===== src/rtl/ppr_pkg.sv =====
`default_nettype none

package ppr_pkg;

	// Debounce defaults, in samples.
	localparam int unsigned TripDebounceDefault  = 3;
	localparam int unsigned ClearDebounceDefault = 10;

	// Mode codes.
	localparam logic [2:0] MODE_INIT   = 3'd0;
	localparam logic [2:0] MODE_NORMAL = 3'd1;
	localparam logic [2:0] MODE_PULSE  = 3'd2;
	localparam logic [2:0] MODE_COOL   = 3'd3;
	localparam logic [2:0] MODE_FAULT  = 3'd4;

	// Fault cause codes.
	localparam logic [2:0] CAUSE_NONE    = 3'd0;
	localparam logic [2:0] CAUSE_SENSOR  = 3'd1;
	localparam logic [2:0] CAUSE_OVER    = 3'd2;
	localparam logic [2:0] CAUSE_SUPPLY  = 3'd3;
	localparam logic [2:0] CAUSE_TIMEOUT = 3'd4;

	// Register indexes on the configuration port (byte address = 4 * index).
	localparam logic [2:0] REG_OVER_TRIP    = 3'd0;
	localparam logic [2:0] REG_OVER_CLEAR   = 3'd1;
	localparam logic [2:0] REG_SUPPLY_TRIP  = 3'd2;
	localparam logic [2:0] REG_SUPPLY_CLEAR = 3'd3;
	localparam logic [2:0] REG_FUEL_LIMIT   = 3'd4;
	localparam logic [2:0] REG_PULSE_WIDTH  = 3'd5;
	localparam logic [2:0] REG_COOLDOWN     = 3'd6;
	localparam logic [2:0] REG_MAX_EPISODE  = 3'd7;

	localparam int unsigned PaddrWidth = 5;
	localparam int unsigned CountWidth = 8;

	typedef struct packed {
		logic [31:0]        now_ms;
		logic signed [15:0] fuel_pressure;
		logic signed [15:0] primary_pressure;
		logic signed [15:0] secondary_pressure;
		logic [2:0]         sensors_valid;
	} ppr_in_t;

	typedef struct packed {
		logic       valve_open;
		logic [2:0] mode;
		logic [2:0] fault_cause;
	} ppr_out_t;

endpackage

`default_nettype wire


===== src/rtl/pressure_pulse_regulator_with_faults.sv =====
`default_nettype none

// Channel  | Direction | Handshake          | Payload
// ---------+-----------+--------------------+--------------------------------
// in       | input     | in_valid/in_stall  | in_data  (ppr_in_t): one sample
// out      | output    | out_valid/out_stall| out_data (ppr_out_t): one result
// apb      | input     | psel/penable/...   | eight threshold/timing registers
//
// Each sample beat lands in an input register, and the whole safety check,
// debounce and mode update run combinationally from there into the result
// register. A sample goes through the input register and then the result
// register, and a new sample can be taken every cycle unless a held result
// stalls the input side. The 32-bit elapsed-time subtracts and compares lie
// on the combinational path between the two registers. Reset clears the mode
// machine, the debounce counters, the episode and pulse flags and both valid
// bits; the configuration registers return to their documented defaults. A
// stall on the result side holds the result register, and the input side
// stalls only when a sample is waiting behind a held result.

module pressure_pulse_regulator_with_faults
	import ppr_pkg::*;
#(
	parameter int unsigned TRIP_DEBOUNCE  = TripDebounceDefault,
	parameter int unsigned CLEAR_DEBOUNCE = ClearDebounceDefault
) (
	input  wire logic                  clk,
	input  wire logic                  arst_n,
	input  wire logic                  in_valid,
	output logic                       in_stall,
	input  wire ppr_in_t               in_data,
	output logic                       out_valid,
	input  wire logic                  out_stall,
	output ppr_out_t                   out_data,
	input  wire logic                  psel,
	input  wire logic                  penable,
	input  wire logic                  pwrite,
	input  wire logic [PaddrWidth-1:0] paddr,
	input  wire logic [31:0]           pwdata,
	output logic [31:0]                prdata,
	output logic                       pready
);

	localparam logic [CountWidth-1:0] CountMax  = {CountWidth{1'b1}};
	localparam logic [CountWidth-1:0] TripLimit = CountWidth'(TRIP_DEBOUNCE);
	localparam logic [CountWidth-1:0] ClearLimit = CountWidth'(CLEAR_DEBOUNCE);

	// Configuration registers.
	logic [14:0] over_trip_q, over_clear_q, supply_trip_q, supply_clear_q, fuel_limit_q;
	logic [15:0] pulse_width_q, cooldown_q;
	logic [31:0] max_episode_q;

	logic [2:0] reg_idx;
	logic       cfg_write;

	assign pready    = 1'b1;
	assign reg_idx   = paddr[4:2];
	assign cfg_write = psel && penable && pwrite && pready;

	always_ff @(posedge clk or negedge arst_n) begin
		if (!arst_n) begin
			over_trip_q    <= 15'd9000;
			over_clear_q   <= 15'd8500;
			supply_trip_q  <= 15'd3000;
			supply_clear_q <= 15'd3500;
			fuel_limit_q   <= 15'd5000;
			pulse_width_q  <= 16'd50;
			cooldown_q     <= 16'd200;
			max_episode_q  <= 32'd10000;
		end else if (cfg_write) begin
			case (reg_idx)
				REG_OVER_TRIP:    over_trip_q    <= pwdata[14:0];
				REG_OVER_CLEAR:   over_clear_q   <= pwdata[14:0];
				REG_SUPPLY_TRIP:  supply_trip_q  <= pwdata[14:0];
				REG_SUPPLY_CLEAR: supply_clear_q <= pwdata[14:0];
				REG_FUEL_LIMIT:   fuel_limit_q   <= pwdata[14:0];
				REG_PULSE_WIDTH:  pulse_width_q  <= pwdata[15:0];
				REG_COOLDOWN:     cooldown_q     <= pwdata[15:0];
				REG_MAX_EPISODE:  max_episode_q  <= pwdata;
				default: ;
			endcase
		end
	end

	always_comb begin
		case (reg_idx)
			REG_OVER_TRIP:    prdata = {17'd0, over_trip_q};
			REG_OVER_CLEAR:   prdata = {17'd0, over_clear_q};
			REG_SUPPLY_TRIP:  prdata = {17'd0, supply_trip_q};
			REG_SUPPLY_CLEAR: prdata = {17'd0, supply_clear_q};
			REG_FUEL_LIMIT:   prdata = {17'd0, fuel_limit_q};
			REG_PULSE_WIDTH:  prdata = {16'd0, pulse_width_q};
			REG_COOLDOWN:     prdata = {16'd0, cooldown_q};
			REG_MAX_EPISODE:  prdata = max_episode_q;
			default:          prdata = 32'd0;
		endcase
	end

	// Input register and result register with their valid bits.
	ppr_in_t  in_s1;
	logic     in_vld_s1;
	ppr_out_t out_s2;
	logic     out_vld_s2;
	logic     advance;

	assign advance   = in_vld_s1 && (!out_vld_s2 || !out_stall);
	assign in_stall  = in_vld_s1 && !advance;
	assign out_valid = out_vld_s2;
	assign out_data  = out_s2;

	// Regulator state.
	logic [2:0]            mode_q, latched_q, pending_q;
	logic [CountWidth-1:0] trip_cnt_q, clear_cnt_q;
	logic                  episode_act_q, pulse_act_q;
	logic [31:0]           episode_start_q, cooldown_start_q, pulse_start_q;

	// Next-state values for the sample in the input register.
	logic [2:0]            mode_d, latched_d, pending_d, det;
	logic [CountWidth-1:0] trip_cnt_d, clear_cnt_d;
	logic                  episode_act_d, pulse_act_d, all_valid, episode_new;
	logic [31:0]           episode_start_d, cooldown_start_d, pulse_start_d;
	logic [31:0]           pulse_age, cool_age, episode_age;
	logic signed [15:0]    over_lim, supply_lim;

	assign all_valid   = (in_s1.sensors_valid == 3'b111);
	assign pulse_age   = in_s1.now_ms - pulse_start_q;
	assign cool_age    = in_s1.now_ms - cooldown_start_q;
	assign episode_age = in_s1.now_ms - episode_start_q;

	// The hysteresis band follows the latched cause.
	assign over_lim   = (latched_q == CAUSE_OVER) ? $signed({1'b0, over_clear_q})
	                                              : $signed({1'b0, over_trip_q});
	assign supply_lim = (latched_q == CAUSE_SUPPLY) ? $signed({1'b0, supply_clear_q})
	                                                : $signed({1'b0, supply_trip_q});

	always_comb begin
		if (!all_valid) begin
			det = CAUSE_SENSOR;
		end else if (in_s1.fuel_pressure > over_lim || in_s1.secondary_pressure > over_lim) begin
			det = CAUSE_OVER;
		end else if (in_s1.primary_pressure < supply_lim) begin
			det = CAUSE_SUPPLY;
		end else begin
			det = CAUSE_NONE;
		end
	end

	always_comb begin
		mode_d           = mode_q;
		latched_d        = latched_q;
		episode_act_d    = episode_act_q;
		episode_start_d  = episode_start_q;
		cooldown_start_d = cooldown_start_q;
		pulse_start_d    = pulse_start_q;
		episode_new      = 1'b0;

		// A running pulse ends once its width has elapsed.
		pulse_act_d = pulse_act_q && (pulse_age < {16'd0, pulse_width_q});

		// Debounce: streak counters saturate at their all-ones value.
		if (det != CAUSE_NONE) begin
			clear_cnt_d = '0;
			if (det == pending_q) begin
				trip_cnt_d = (trip_cnt_q == CountMax) ? trip_cnt_q : trip_cnt_q + 1'b1;
			end else begin
				trip_cnt_d = CountWidth'(1);
			end
			pending_d = det;
		end else begin
			trip_cnt_d  = '0;
			pending_d   = CAUSE_NONE;
			clear_cnt_d = (clear_cnt_q == CountMax) ? clear_cnt_q : clear_cnt_q + 1'b1;
		end

		if (mode_q == MODE_FAULT || (det != CAUSE_NONE && trip_cnt_d >= TripLimit)) begin
			// Entering or staying in fault keeps the valve shut.
			if (mode_q != MODE_FAULT) begin
				mode_d      = MODE_FAULT;
				latched_d   = det;
				trip_cnt_d  = '0;
				clear_cnt_d = '0;
			end
			pulse_act_d = 1'b0;
			if (clear_cnt_d >= ClearLimit) begin
				mode_d        = MODE_NORMAL;
				latched_d     = CAUSE_NONE;
				episode_act_d = 1'b0;
			end
		end else begin
			case (mode_q)
				MODE_INIT: begin
					if (all_valid) mode_d = MODE_NORMAL;
				end
				MODE_NORMAL: begin
					if (in_s1.fuel_pressure < $signed({1'b0, fuel_limit_q})) begin
						if (!episode_act_q) begin
							episode_act_d   = 1'b1;
							episode_start_d = in_s1.now_ms;
							episode_new     = 1'b1;
						end
						pulse_act_d   = 1'b1;
						pulse_start_d = in_s1.now_ms;
						mode_d        = MODE_PULSE;
					end else begin
						episode_act_d = 1'b0;
					end
				end
				MODE_PULSE: begin
					if (!pulse_act_d) begin
						mode_d           = MODE_COOL;
						cooldown_start_d = in_s1.now_ms;
					end
				end
				MODE_COOL: begin
					if (cool_age >= {16'd0, cooldown_q}) mode_d = MODE_NORMAL;
				end
				default: mode_d = MODE_INIT;
			endcase
			// An episode that starts on this sample has zero age and cannot time out.
			if (episode_act_d && !episode_new && episode_age > max_episode_q) begin
				mode_d      = MODE_FAULT;
				latched_d   = CAUSE_TIMEOUT;
				pulse_act_d = 1'b0;
				trip_cnt_d  = '0;
				clear_cnt_d = '0;
			end
		end
	end

	always_ff @(posedge clk or negedge arst_n) begin
		if (!arst_n) begin
			in_vld_s1  <= 1'b0;
			out_vld_s2 <= 1'b0;
		end else begin
			if (!in_stall) in_vld_s1 <= in_valid;
			if (advance) begin
				out_vld_s2 <= 1'b1;
			end else if (!out_stall) begin
				out_vld_s2 <= 1'b0;
			end
		end
	end

	always_ff @(posedge clk) begin
		if (!in_stall && in_valid) in_s1 <= in_data;
		if (advance) begin
			out_s2.valve_open  <= pulse_act_d;
			out_s2.mode        <= mode_d;
			out_s2.fault_cause <= latched_d;
		end
	end

	always_ff @(posedge clk or negedge arst_n) begin
		if (!arst_n) begin
			mode_q           <= MODE_INIT;
			latched_q        <= CAUSE_NONE;
			pending_q        <= CAUSE_NONE;
			trip_cnt_q       <= '0;
			clear_cnt_q      <= '0;
			episode_act_q    <= 1'b0;
			pulse_act_q      <= 1'b0;
			episode_start_q  <= '0;
			cooldown_start_q <= '0;
			pulse_start_q    <= '0;
		end else if (advance) begin
			mode_q           <= mode_d;
			latched_q        <= latched_d;
			pending_q        <= pending_d;
			trip_cnt_q       <= trip_cnt_d;
			clear_cnt_q      <= clear_cnt_d;
			episode_act_q    <= episode_act_d;
			pulse_act_q      <= pulse_act_d;
			episode_start_q  <= episode_start_d;
			cooldown_start_q <= cooldown_start_d;
			pulse_start_q    <= pulse_start_d;
		end
	end

endmodule

`default_nettype wire


===== config.mk =====
export PLATFORM = sky130hd
export DESIGN_NAME = pressure_pulse_regulator_with_faults
export DESIGN_NICKNAME = d
export VERILOG_FILES = /design/src/rtl/ppr_pkg.sv /design/src/rtl/pressure_pulse_regulator_with_faults.sv
export SDC_FILE = /design/constraint.sdc
export NUM_CORES = 1
export LEC_CHECK = 0
export ABC_AREA = 1
export ABC_CLOCK_PERIOD_IN_PS = 4300
export BUFFER_PORTS_ARGS = -buffer_cell sky130_fd_sc_hd__buf_2
export CAP_MARGIN = 5
export CORE_ASPECT_RATIO = 0.8
export CORE_MARGIN = 5
export CORE_UTILIZATION = 50
export DETAILED_ROUTE_END_ITERATION = 8
export GPL_TIMING_DRIVEN = 0
export HOLD_SLACK_MARGIN = 0.06
export PLACE_DENSITY = 0.71
export SLEW_MARGIN = 30
export SYNTH_ARGS = -nofsm -noshare
export SYNTH_HDL_FRONTEND = slang
export SYNTH_SLANG_ARGS = --single-unit
export TNS_END_PERCENT = 10

===== constraint.sdc =====
create_clock -name clk -period 4.3 [get_ports clk]
set_clock_uncertainty 0.1 [all_clocks]
set_input_delay 0.215 -clock clk [delete_from_list [all_inputs] [get_ports clk]]
set_output_delay 0.215 -clock clk [all_outputs]
set_load 0.05 [all_outputs]

==> reports/metrics.cfg <==
[sta]
setup_tns_ns=-32.52
period_needed_ns=4.817
holdWs_ns=0.09461
period_share_pct=112.0
maxSlewHeadroom_pct=44.19
setup_viol=124
drv_slew=0
hold_violations=0
tightest_slew_ns=0.8308
setup_ws_ns=-0.5170
rsz0062_at_grt=true
fmax_mhz=207.6

[drt]
first_pass_iters=7
avgRoutedWirePerCell_um=19.18
wl_mm=74.07
postRouteAntennaNets=0
drt_iter0_drc=2184
viasPerCell=5.601
vias=21630
drcViolationCount=0

[pwr]
max-vdd-ir-drop_v=0.0003348
p_comb_share_pct=52.1
leakagePower_nw=13.49
power.share.sequential_pct=27.5
power_switching_share_pct=44.25
clkPwrFrac_pct=20.4
p_sw_mw=7.699
p_int_mw=9.700
p_per_area_nw_per_um2=623.4

[logic_synthesis]
synth-edff-count=90
synthesis.nets=3206
synth_ff_type=dfrtp_1
ys_types=54
syn_inst=2862
synth-seq-area-share_pct=40.75
synth_area_per_cell_um2=8.004
ys_ff_latch=353
synth_warnings=0
synth_area_um2=22910
postSynth.asyncResetShare_pct=74.50

[global_routing]
grt_pass1_wl_mm=115.0
grt_pass1_vias=20900
overflow=0
grt_max_degree=88
grtUsageTotal_pct=28.69
antenna_found_initial=2

[place]
numPortBuffers=164
gp_congestion=0.9971
dpl-instance-area_um2=24670
dp_hpwl_mm=56.30

[die]
die_w_um=249.3
dieArea_um2=50220
fp.dieH_um=201.4
rows=70
io_pins=169
start_util_pct=50.30
core_area_um2=45540

[worst_setup_path]
arrival_ns=5.21
path_class=register to register
cp.required_ns=4.70
start_kind=register
critPathMaxStageDelay_ns=0.53
cp_common_cell=a21oi_1
slowest_stage=edfxtp_1
crit_fanout=7
crit_path_end_kind=register

[cts]
clk_pin_slew_ns=0.07
cts_tree=yes
cts_sinks=353
clockRootBuffer=clkbuf_16
clock_latency_ns=0.57
cts-buffers-inserted=40
cts_max_level=2
clk_path_buf_depth=3

[layout]
final_nets=3560
stdcell_area_um2=27910
area_delta_synth_final_pct=21.84
drive_gt1_share_pct=13.09

[run_status]
violations=negative setup slack
status=finished, violations left

[flow_run]
maxCapViolCount=0

[worst_hold_path]
min_path_type=input pin to asynchronous set/reset pin

[registers in the layout (all words and copies together), names as in the netlist, 7 cells and up]
| register | count |
|---|---|
| trip_cnt_q | 8 |
| out_data | 7 |
| over_clear_q | 15 |
| supply_trip_q | 15 |
| pulse_width_q | 16 |
| episode_start_q | 32 |
| clear_cnt_q | 8 |
| supply_clear_q | 15 |
| pulse_start_q | 32 |
| over_trip_q | 15 |
| cooldown_start_q | 32 |
| cooldown_q | 16 |
| in_s1 | 83 |
| max_episode_q | 32 |
| fuel_limit_q | 15 |
[synthesized netlist by cell type, drive strengths merged (15+ instances only)]
cell | number | area (um2)
dfrtp | 223 | 5580
buf | 24 | 150.1
o211ai | 22 | 165.2
inv | 418 | 1569
o21bai | 47 | 352.8
xnor2 | 22 | 192.7
edfxtp | 90 | 2703
clkbuf | 54 | 202.7
a31oi | 15 | 93.84
nand3 | 121 | 628.1
nand4 | 36 | 231.5
o21ai | 308 | 1545
a21oi | 191 | 955.9
dfstp | 40 | 1051
o22ai | 16 | 100.1
nor2 | 195 | 757.0
nor3 | 29 | 145.1
xor2 | 65 | 569.3
nand2 | 625 | 2346
ha | 214 | 2678
a221oi | 33 | 289.0
[worst max-delay path, delay by kind of cell, from the launching register on]
kind | cells | cell delay (ns)
xor gates and xnor gates | 1 | 0.16
DFF | 1 | 0.53
AOI/OAI and AO/OA | 13 | 2.37
adders and majority gates | 2 | 0.63
and+or+nand+nor | 9 | 0.96
[cell type report]
class | instances | area (um2)
well taps | 612 | 765.7
inverters | 418 | 1577
flip-flops and latches | 353 | 9336
diodes | 2 | 5.005
clock buffers | 54 | 1146
fillers | 3950 | 17630
clock inverters | 19 | 202.7
plain buffers | 78 | 390.4
repair buffers | 312 | 2342
multi-input cells | 2013 | 12140
[logic make-up (layout without fill, tap and decap cells)]
kind of cell / after synthesis / count (layout) / share of synthesized area, %
buffers and inverters: 496 / 881 / 8.390
adder cells (fa/ha/maj): 217 / 217 / 11.95
flip-flops: 353 / 353 / 40.75
XOR/XNOR: 87 / 87 / 3.326
AND/OR/NAND/NOR: 1025 / 1025 / 18.51
other: 1 / 3 / 0.01637
AO/OA/AOI/OAI: 681 / 681 / 16.97
multiplexers: 2 / 2 / 0.09285
[cells in the final DEF, fill, tap and decap left out, types with 6 or more instances in the layout]
cell type and count:
o21a_1 11, a31oi_1 13, o21ai_1 41, clkbuf_1 55
nand2_1 610, nand3_1 110, dfstp_2 40, edfxtp_1 90
o21ai_0 236, nand3_2 7, ha_1 211, a221oi_1 33
xnor2_1 22, nor2_1 189, o21ai_2 26, inv_1 412
a21oi_1 186, nand2_2 8, dlygate4sd3_1 118, o22ai_1 16
clkbuf_16 42, clkinv_2 7, buf_2 168, clkbuf_8 6
xor2_1 63, a21o_1 11, o211ai_1 22, dfrtp_1 221
nand3b_1 8, nand4_1 35, o21bai_1 46, buf_4 36
nor3_1 26
[power groups by stage]
stage                     Combinational (mW)  Sequential [mW]  Clock [mW]
final                                   9.06             4.79        3.55
after global routing                    10.2             4.85        3.75
after CTS                               8.71             4.76        3.60
after detailed placement                8.19             4.81           0
after global placement                  7.86             4.79           0
after floorplan                         6.04             4.69           0
[layer usage]
| metal | part of all wire (%) | wire length (um) | GRT usage [%] | vias to the layer above |
|---|---|---|---|---|
| met5 | 0 | 0 | 0 | - |
| met4 | 2.2 | 1660 | 7.151 | 0 |
| met3 | 11 | 8298 | 8.943 | 114 |
| met2 | 42 | 31190 | 42.72 | 916 |
| met1 | 44 | 32920 | 41.08 | 10290 |
| li1 | - | - | - | 10310 |
[per-stage QoR]
stage          std cells  power (mW)  utilization (%)  setup slack (ns)
4_1_cts             3854       17.07            60.77           -0.4737
2_1_floorplan       2862       10.73                -           0.02029
6_report            3861       17.40            61.28           -0.5170
5_1_grt             3861       18.77            61.28           -0.8246
3_5_place_dp        3643       13.00            54.16            -1.304
3_3_place_gp        3638       12.65            53.86            -1.863
[timing repair]
item                                    in CTS  in global routing
hold buffers                               119                  0
setup buffers                               19                  5
cloned                                       0                  0
endpoints found under the hold margin      313                  0
resized for setup                          107                 43
endpoints found under the setup margin     127                124
pin swaps                                   31                 26
[path summary, 6_finish.rpt]
kind | from | to | slack, ns | cells after the start
setup / recovery | in_s1[53] | clear_cnt_q[0] | -0.52 | 25
hold / removal | arst_n | trip_cnt_q[4] | 0.09 | 3
setup reg to reg | in_s1[53] | clear_cnt_q[0] | -0.52 | 25
hold reg to reg | in_vld_s1 | out_valid | 0.38 | 2
max in group asynchronous | arst_n | fuel_limit_q[12] | 3.06 | 4
min in group clk | penable | pulse_width_q[15] | 0.13 | 5
No activity file was read; power rests on OpenSTA's default activity.
